### src/rtl/smt_pkg.sv
package smt_pkg;

  // default table size
  localparam int CAPACITY_DEF = 32;

  // field widths
  localparam int MODE_W   = 2;
  localparam int VALUE_W  = 32;
  localparam int STATUS_W = 3;
  localparam int COUNT_W  = 6;

  // operation codes
  localparam logic [MODE_W-1:0] MODE_INSERT = 2'd0;
  localparam logic [MODE_W-1:0] MODE_DELETE = 2'd1;
  localparam logic [MODE_W-1:0] MODE_DUMP   = 2'd2;

  // result status codes
  localparam logic [STATUS_W-1:0] ST_DONE      = 3'd0;
  localparam logic [STATUS_W-1:0] ST_FULL      = 3'd1;
  localparam logic [STATUS_W-1:0] ST_NOT_FOUND = 3'd2;
  localparam logic [STATUS_W-1:0] ST_DUMP      = 3'd3;
  localparam logic [STATUS_W-1:0] ST_EMPTY     = 3'd4;

endpackage

### src/rtl/smt_store.sv
module smt_store #(
  parameter int DEPTH = smt_pkg::CAPACITY_DEF,
  parameter int AW    = $clog2(DEPTH)
) (
  input  logic                       clk,
  input  logic                       we,
  input  logic [AW-1:0]              waddr,
  input  logic [smt_pkg::VALUE_W-1:0] wdata,
  input  logic [AW-1:0]              raddr,
  output logic [smt_pkg::VALUE_W-1:0] rdata
);

  logic [smt_pkg::VALUE_W-1:0] mem [DEPTH];

  // one write port
  always_ff @(posedge clk) begin
    if (we) begin
      mem[waddr] <= wdata;
    end
  end

  // one read port, registered
  always_ff @(posedge clk) begin
    rdata <= mem[raddr];
  end

endmodule

### src/rtl/sorted_multiset_table.sv
// Sorted multiset table: keeps up to CAPACITY signed 32-bit values in
// ascending order in a single-port-read, single-port-write memory.
// Command channel: drive mode and value with start high; the word is taken
// at a rising edge where start is high and busy is low. busy stays high
// until the command has finished its last result.
// Result channel: each result word is shown for exactly one cycle with
// result_strobe high; the receiver cannot stall, so the block never waits.
// last marks the final result word of a command.
// Sequencing (the memory read is registered, and each element step has
// a read state and a compare/write state):
//   insert : one step per stored value above the insert point, plus a final step
//   delete : one step per value up to the match, one per value shifted
//   dump   : one step per stored value, one word per distinct value
//   full insert, empty dump, unused mode: result in the next cycle, busy
//   stays low
// Reset (synchronous, active high) empties the table at once; memory
// contents are left as they are and only entries below the count are used.
module sorted_multiset_table #(
  parameter int CAPACITY = smt_pkg::CAPACITY_DEF
) (
  input  logic                                clk,
  input  logic                                rst,
  input  logic                                start,
  output logic                                busy,
  input  logic [smt_pkg::MODE_W-1:0]          mode,
  input  logic signed [smt_pkg::VALUE_W-1:0]  value,
  output logic                                result_strobe,
  output logic [smt_pkg::STATUS_W-1:0]        status,
  output logic [smt_pkg::COUNT_W-1:0]         element_count,
  output logic signed [smt_pkg::VALUE_W-1:0]  out_value,
  output logic                                last
);

  localparam int CW = $clog2(CAPACITY + 1);
  localparam int AW = $clog2(CAPACITY);

  // sequencer state codes
  localparam logic [3:0] S_IDLE    = 4'd0;
  localparam logic [3:0] S_INS_RD  = 4'd1;
  localparam logic [3:0] S_INS_CMP = 4'd2;
  localparam logic [3:0] S_DEL_RD  = 4'd3;
  localparam logic [3:0] S_DEL_CMP = 4'd4;
  localparam logic [3:0] S_SHF_RD  = 4'd5;
  localparam logic [3:0] S_SHF_WR  = 4'd6;
  localparam logic [3:0] S_DMP_RD  = 4'd7;
  localparam logic [3:0] S_DMP_CMP = 4'd8;

  logic [3:0]                        state;
  logic [CW-1:0]                     occ;
  logic [CW-1:0]                     idx;
  logic signed [smt_pkg::VALUE_W-1:0] op_value;
  logic [smt_pkg::VALUE_W-1:0]       pend;

  logic                              mem_we;
  logic [AW-1:0]                     mem_waddr;
  logic [smt_pkg::VALUE_W-1:0]       mem_wdata;
  logic [AW-1:0]                     mem_raddr;
  logic [smt_pkg::VALUE_W-1:0]       mem_rdata;

  logic [CW-1:0]                     idx_dec;
  logic [CW-1:0]                     idx_inc;
  logic                              rd_less;
  logic [CW+smt_pkg::COUNT_W-1:0]    occ_ext;

  assign idx_dec = idx - 1'b1;
  assign idx_inc = idx + 1'b1;
  assign rd_less = $signed(mem_rdata) < op_value;

  assign busy = (state != S_IDLE);

  // count is stable for the whole cycle of each result word
  assign occ_ext       = {{smt_pkg::COUNT_W{1'b0}}, occ};
  assign element_count = occ_ext[smt_pkg::COUNT_W-1:0];

  smt_store #(
    .DEPTH (CAPACITY),
    .AW    (AW)
  ) u_store (
    .clk   (clk),
    .we    (mem_we),
    .waddr (mem_waddr),
    .wdata (mem_wdata),
    .raddr (mem_raddr),
    .rdata (mem_rdata)
  );

  // memory port control; a read and the write that depends on it sit in
  // separate cycles
  always_comb begin
    mem_we    = 1'b0;
    mem_waddr = idx[AW-1:0];
    mem_wdata = mem_rdata;
    mem_raddr = idx[AW-1:0];
    case (state)
      S_INS_RD: begin
        mem_raddr = idx_dec[AW-1:0];
        if (idx == '0) begin
          mem_we    = 1'b1;
          mem_wdata = op_value;
        end
      end
      S_INS_CMP: begin
        mem_we    = 1'b1;
        mem_wdata = rd_less ? op_value : mem_rdata;
      end
      S_SHF_RD: begin
        mem_raddr = idx_inc[AW-1:0];
      end
      S_SHF_WR: begin
        mem_we = 1'b1;
      end
      default: begin
        mem_we = 1'b0;
      end
    endcase
  end

  // sequencer and result word registers
  always_ff @(posedge clk) begin
    if (rst) begin
      state         <= S_IDLE;
      occ           <= '0;
      result_strobe <= 1'b0;
    end else begin
      result_strobe <= 1'b0;
      case (state)
        S_IDLE: begin
          if (start) begin
            op_value <= value;
            idx      <= '0;
            case (mode)
              smt_pkg::MODE_INSERT: begin
                if (occ >= CW'(CAPACITY)) begin
                  result_strobe <= 1'b1;
                  status        <= smt_pkg::ST_FULL;
                  out_value     <= '0;
                  last          <= 1'b1;
                end else begin
                  idx   <= occ;
                  state <= S_INS_RD;
                end
              end
              smt_pkg::MODE_DELETE: begin
                state <= S_DEL_RD;
              end
              smt_pkg::MODE_DUMP: begin
                if (occ == '0) begin
                  result_strobe <= 1'b1;
                  status        <= smt_pkg::ST_EMPTY;
                  out_value     <= '0;
                  last          <= 1'b1;
                end else begin
                  state <= S_DMP_RD;
                end
              end
              default: begin
                result_strobe <= 1'b1;
                status        <= smt_pkg::ST_DONE;
                out_value     <= '0;
                last          <= 1'b1;
              end
            endcase
          end
        end
        // insert: walk down from the top, shifting values not below it up
        S_INS_RD: begin
          if (idx == '0) begin
            occ           <= occ + 1'b1;
            result_strobe <= 1'b1;
            status        <= smt_pkg::ST_DONE;
            out_value     <= '0;
            last          <= 1'b1;
            state         <= S_IDLE;
          end else begin
            state <= S_INS_CMP;
          end
        end
        S_INS_CMP: begin
          if (rd_less) begin
            occ           <= occ + 1'b1;
            result_strobe <= 1'b1;
            status        <= smt_pkg::ST_DONE;
            out_value     <= '0;
            last          <= 1'b1;
            state         <= S_IDLE;
          end else begin
            idx   <= idx_dec;
            state <= S_INS_RD;
          end
        end
        // delete: search up from the bottom for the first match
        S_DEL_RD: begin
          if (idx == occ) begin
            result_strobe <= 1'b1;
            status        <= smt_pkg::ST_NOT_FOUND;
            out_value     <= '0;
            last          <= 1'b1;
            state         <= S_IDLE;
          end else begin
            state <= S_DEL_CMP;
          end
        end
        S_DEL_CMP: begin
          if (mem_rdata == op_value) begin
            state <= S_SHF_RD;
          end else begin
            idx   <= idx_inc;
            state <= S_DEL_RD;
          end
        end
        // close the gap by moving each value above it down one place
        S_SHF_RD: begin
          if (idx_inc >= occ) begin
            occ           <= occ - 1'b1;
            result_strobe <= 1'b1;
            status        <= smt_pkg::ST_DONE;
            out_value     <= '0;
            last          <= 1'b1;
            state         <= S_IDLE;
          end else begin
            state <= S_SHF_WR;
          end
        end
        S_SHF_WR: begin
          idx   <= idx_inc;
          state <= S_SHF_RD;
        end
        // dump: hold one distinct value back so the final word carries last
        S_DMP_RD: begin
          if (idx == occ) begin
            result_strobe <= 1'b1;
            status        <= smt_pkg::ST_DUMP;
            out_value     <= pend;
            last          <= 1'b1;
            state         <= S_IDLE;
          end else begin
            state <= S_DMP_CMP;
          end
        end
        S_DMP_CMP: begin
          if (idx != '0 && mem_rdata != pend) begin
            result_strobe <= 1'b1;
            status        <= smt_pkg::ST_DUMP;
            out_value     <= pend;
            last          <= 1'b0;
          end
          pend  <= mem_rdata;
          idx   <= idx_inc;
          state <= S_DMP_RD;
        end
        default: begin
          state <= S_IDLE;
        end
      endcase
    end
  end

`ifndef SYNTHESIS
  // count never exceeds the table size
  a_occ_bound: assert property (@(posedge clk) disable iff (rst)
    occ <= CW'(CAPACITY))
    else $error("count above capacity");

  // a full answer only when the table really is full
  a_full_status: assert property (@(posedge clk) disable iff (rst)
    result_strobe && status == smt_pkg::ST_FULL |-> occ == CW'(CAPACITY))
    else $error("full status with room left");

  // an empty dump only when nothing is stored
  a_empty_status: assert property (@(posedge clk) disable iff (rst)
    result_strobe && status == smt_pkg::ST_EMPTY |-> occ == '0)
    else $error("empty dump with values stored");

  // insert compare always follows a read below the current slot
  a_ins_cmp_idx: assert property (@(posedge clk) disable iff (rst)
    state == S_INS_CMP |-> $past(state) == S_INS_RD && idx != '0)
    else $error("insert compare without a valid read");

  // a finished command frees the channel in the cycle of its last word
  a_last_idle: assert property (@(posedge clk) disable iff (rst)
    result_strobe && last |-> state == S_IDLE)
    else $error("last word while still busy");
`endif

endmodule
### config.mk
export PLATFORM = sky130hd
export DESIGN_NAME = sorted_multiset_table
export DESIGN_NICKNAME = d
export VERILOG_FILES = /design/src/rtl/smt_pkg.sv /design/src/rtl/smt_store.sv /design/src/rtl/sorted_multiset_table.sv
export SDC_FILE = /design/constraint.sdc
export NUM_CORES = 1
export LEC_CHECK = 0
export ABC_AREA = 0
export BUFFER_PORTS_ARGS = -buffer_cell sky130_fd_sc_hd__clkbuf_2
export CORE_AREA = 5 5 394 396
export CTS_CLUSTER_SIZE = 8
export DETAILED_ROUTE_END_ITERATION = 8
export DIE_AREA = 0 0 399 401
export PLACE_DENSITY = 0.41
export SYNTH_ARGS = -nofsm -noshare
export SYNTH_HDL_FRONTEND = slang
export SYNTH_SLANG_ARGS = --single-unit
### constraint.sdc
create_clock -name clk -period 5 [get_ports clk]
set_clock_uncertainty 0.05 [all_clocks]
set_input_delay 0.25 -clock clk [delete_from_list [all_inputs] [get_ports clk]]
set_output_delay 0.25 -clock clk [all_outputs]
set_load 0.01 [all_outputs]
==> impl_results.md <==
- Outcome: finished, final reports clean
- CTS tree: yes
- ANT nets after route: 0
- WP data arrival: 4.56 ns
- Post-synthesis adder-cell area fraction: 0.0142
- CP endpoint: u_store.mem[8][30]
- Pwr Density: 626 mW/mm2
- Via density: 5.10
- Synth top cells by count: edfxtp_1, mux4_2, nand2_1
- Launch point of the worst path: op_value[30]
- Worst min path class: in -> reg
- Num rows: 143
- # clock sinks: 1173
- Pre-CTS WS: 0.806 ns
- Final WS setup: 0.843 ns
- Critical path class: reg -> reg
- Remaining Overflow, GRT: 0
- Hold Path Stages: 5
- Synth unique cells: 68
- Placed Cells: 4487
- Die Wd: 399 um
- CP Launch Type: flip-flop
- Synth warn: 0
- Vias: 24.6k
- CTS Buf Count: 165
- Minimum clock period: 4.16 ns
- Max VDD drop: 0.417 mV
- Dominant cells by area after synthesis: edfxtp_1, mux4_2, dfxtp_1
- Synth Area in Simple Gates: 0.0498
- Endpoints failing hold: 0
- # IOs: 81
- Area growth syn-to-layout: 20.1%
- Worst path max stage delay: 0.56 ns
- Final WL: 148 mm
- Post-synth top area share: 0.730
- Largest family of logic cells by synthesized area: multiplexers
- Cell leakage power: 18.2 nW
- Worst reg2reg path depth: 10
- Flop2flop setup slack: 0.84 ns
- Fmax: 241 MHz
- Clock-pin slew on the worst setup and hold paths: 0.05 ns
- Root Driver: clkbuf_16
- CORE AREA: 0.151 mm2
- FF+latch count, synth: 1173
- Synth Area in XOR/XNOR: 0.00999
- Initial antenna violation count: 6
- Most common cell in the netlist: edfxtp_1
- Most used DFF post-synth: edfxtp_1
- Power, Total: 34.9 mW
- H-tree depth: 4
- Skew-Pair Late Insertion Delay: 0.78 ns
- Detailed router's first-iteration violation count: 2015
- Drt first pass iters: 6
- Overall routing resource usage: 0.185
- Die Area: 0.160 mm2
- Sequential-to-total area share from yosys stat: 0.749
- Die height: 401 um
- Synthesized instance count: 2380
- Ratio of cells with drive above 1 in the final layout: 0.258
- Area leader, netlist: edfxtp_1
- DP HPWL: 81.3 mm
- Slew headroom: 0.316
- Final Non-Filler Cells: 4814
- # setup viols final: 0
- Post-synthesis average cell area: 19.5 um2
- Post-CTS Setup Bufs: 0
- DRC: 0
- Pin count of the biggest net entering global routing: 82
- Clock tree buffer depth: 3
- Multiplexer share of the synthesized area: 0.142
- Slowest CP cell: and3_4
- Crit Path Max Fanout: 32
- Required @ worst endpoint: 5.40 ns
- Async S/R FF share, synth: 0
- R2r endpoint: u_store.mem[8][30]
- Vias in the first global route: 25.5k
- Most Frequent Cell on Critical Path: nand4_1
- CTS hold repair buffers: 35
- Compound-gate portion of the synthesized area: 0.0191
- Initial Util: 0.307
- Number of port buffers: 80
- RSZ-0062 raised after global routing: no
- CP endpoint kind: flip-flop
- Wire length per cell: 30.8 um
- Worst reg2reg startpoint: op_value[30]
- Final nets: 2748
- Fin crit share: 0.831
- Worst-Margin Slew: 1.02 ns
- Cts repair resizes: 0
- CP cell instances: inv_1 > ha_1 > nand4_1 > nor4_1 > nand4_1 > a31oi_1 > or3_1 > and3_4 > buf_4 > mux2_4
- Max Cap Violations: 0
- Synthesized area: 0.0465 mm2
- Syn nets: 2469
- Setup TNS: 0 ns
- Final Slew Violations: 0
- First-pass GRT wire length: 206 mm
- Post-synth EDFFs: 1130
- GP Congestion: 0.792
## state kept, by name, indices dropped and copies added, names as in the netlist
register	flops
u_store.mem	1024
u_store.rdata	32
out_value	32
state	4
pend	32
element_count	6
status	3
result_strobe	1
idx	6
last	1
op_value	32
## per-stage QoR
| stage | area, um2 | hold slack, ns | utilization |
|---|---|---|---|
| after CTS | 55800 | 0.0646 | 0.369 |
| after global routing | 55800 | 0.109 | 0.369 |
| after detailed placement | 50700 | 0.381 | 0.335 |
| after global placement | 50700 | 0.383 | 0.335 |
| after floorplan | 46500 | 0.299 | - |
| final | 55800 | 0.130 | 0.369 |
## cells in the final DEF, fill, tap and decap left out, drive strengths merged, types with 4 or more instances in the layout
cell type    Yosys  layout
a211oi           4       4
a21o             4       4
a21oi           24      24
a221o            4       4
a32oi           35      35
and2            35      35
and3            33      33
buf             80     114
clkbuf          37     352
clkinv           0       7
dfxtp           43      43
dlygate4sd3      0      35
edfxtp        1130    1130
ha              51      51
inv             49      58
mux2            34      34
mux2i           33      33
mux4           256     256
nand2          227     227
nand2b           4       4
nand3           79      79
nand4           12      12
nand4b           4       4
nor2            64      64
nor2b            6       6
nor3             5       5
nor4            12      12
o21ai           12      12
o31ai            4       4
xnor2           14      14
xor2            39      39
## worst max-delay path, delay by kind of cell (launching register included)
family	cells	cell delay [ns]
mux	1	0.46
fa+ha+maj	1	0.31
flops	1	0.37
simple gates	5	1.90
compound gates	1	0.35
buf+inv	2	0.32
## where the power goes
group | internal, mW | total, mW | switching, mW
sequential | 13.0 | 13.4 | 0.410
combinational | 4.28 | 11.1 | 6.83
clock | 6.24 | 10.4 | 4.20
## cells by family after synthesis
| family | Yosys count |
|---|---|
| DFF | 1173 |
| and+or+nand+nor | 495 |
| muxes | 323 |
| buffers and inverters | 166 |
| AOI/OAI and AO/OA | 118 |
| xor gates and xnor gates | 53 |
| adders and majority gates | 52 |
## layer usage
layer / routed length [um] / global-route usage / share of wire
met2: 72100 / 0.303 / 0.49
met4: 3330 / 0.0476 / 0.022
met1: 66000 / 0.254 / 0.45
met3: 6800 / 0.0336 / 0.046
met5: 0 / 0 / 0
## worst min path at each step
stage	startpoint	to	slack, ns
after floorplan	value[0]	op_value[0]	0.30
after global placement	value[0]	op_value[0]	0.38
after detailed placement	value[0]	op_value[0]	0.38
after CTS	mode[0]	status[2]	0.06
after global routing	value[13]	op_value[13]	0.11
final	mode[0]	status[2]	0.13
## cell type report
type                    count  area [um2]
multi-input cells        1041       11200
fillers                 13913       95400
clock inverters            17         260
flip-flops and latches   1173       34800
diodes                      3        7.51
well taps                2030        2540
clock buffers             272        4550
inverters                  49         184
repair buffers            229        2240
(Power assumes the default switching activity.)
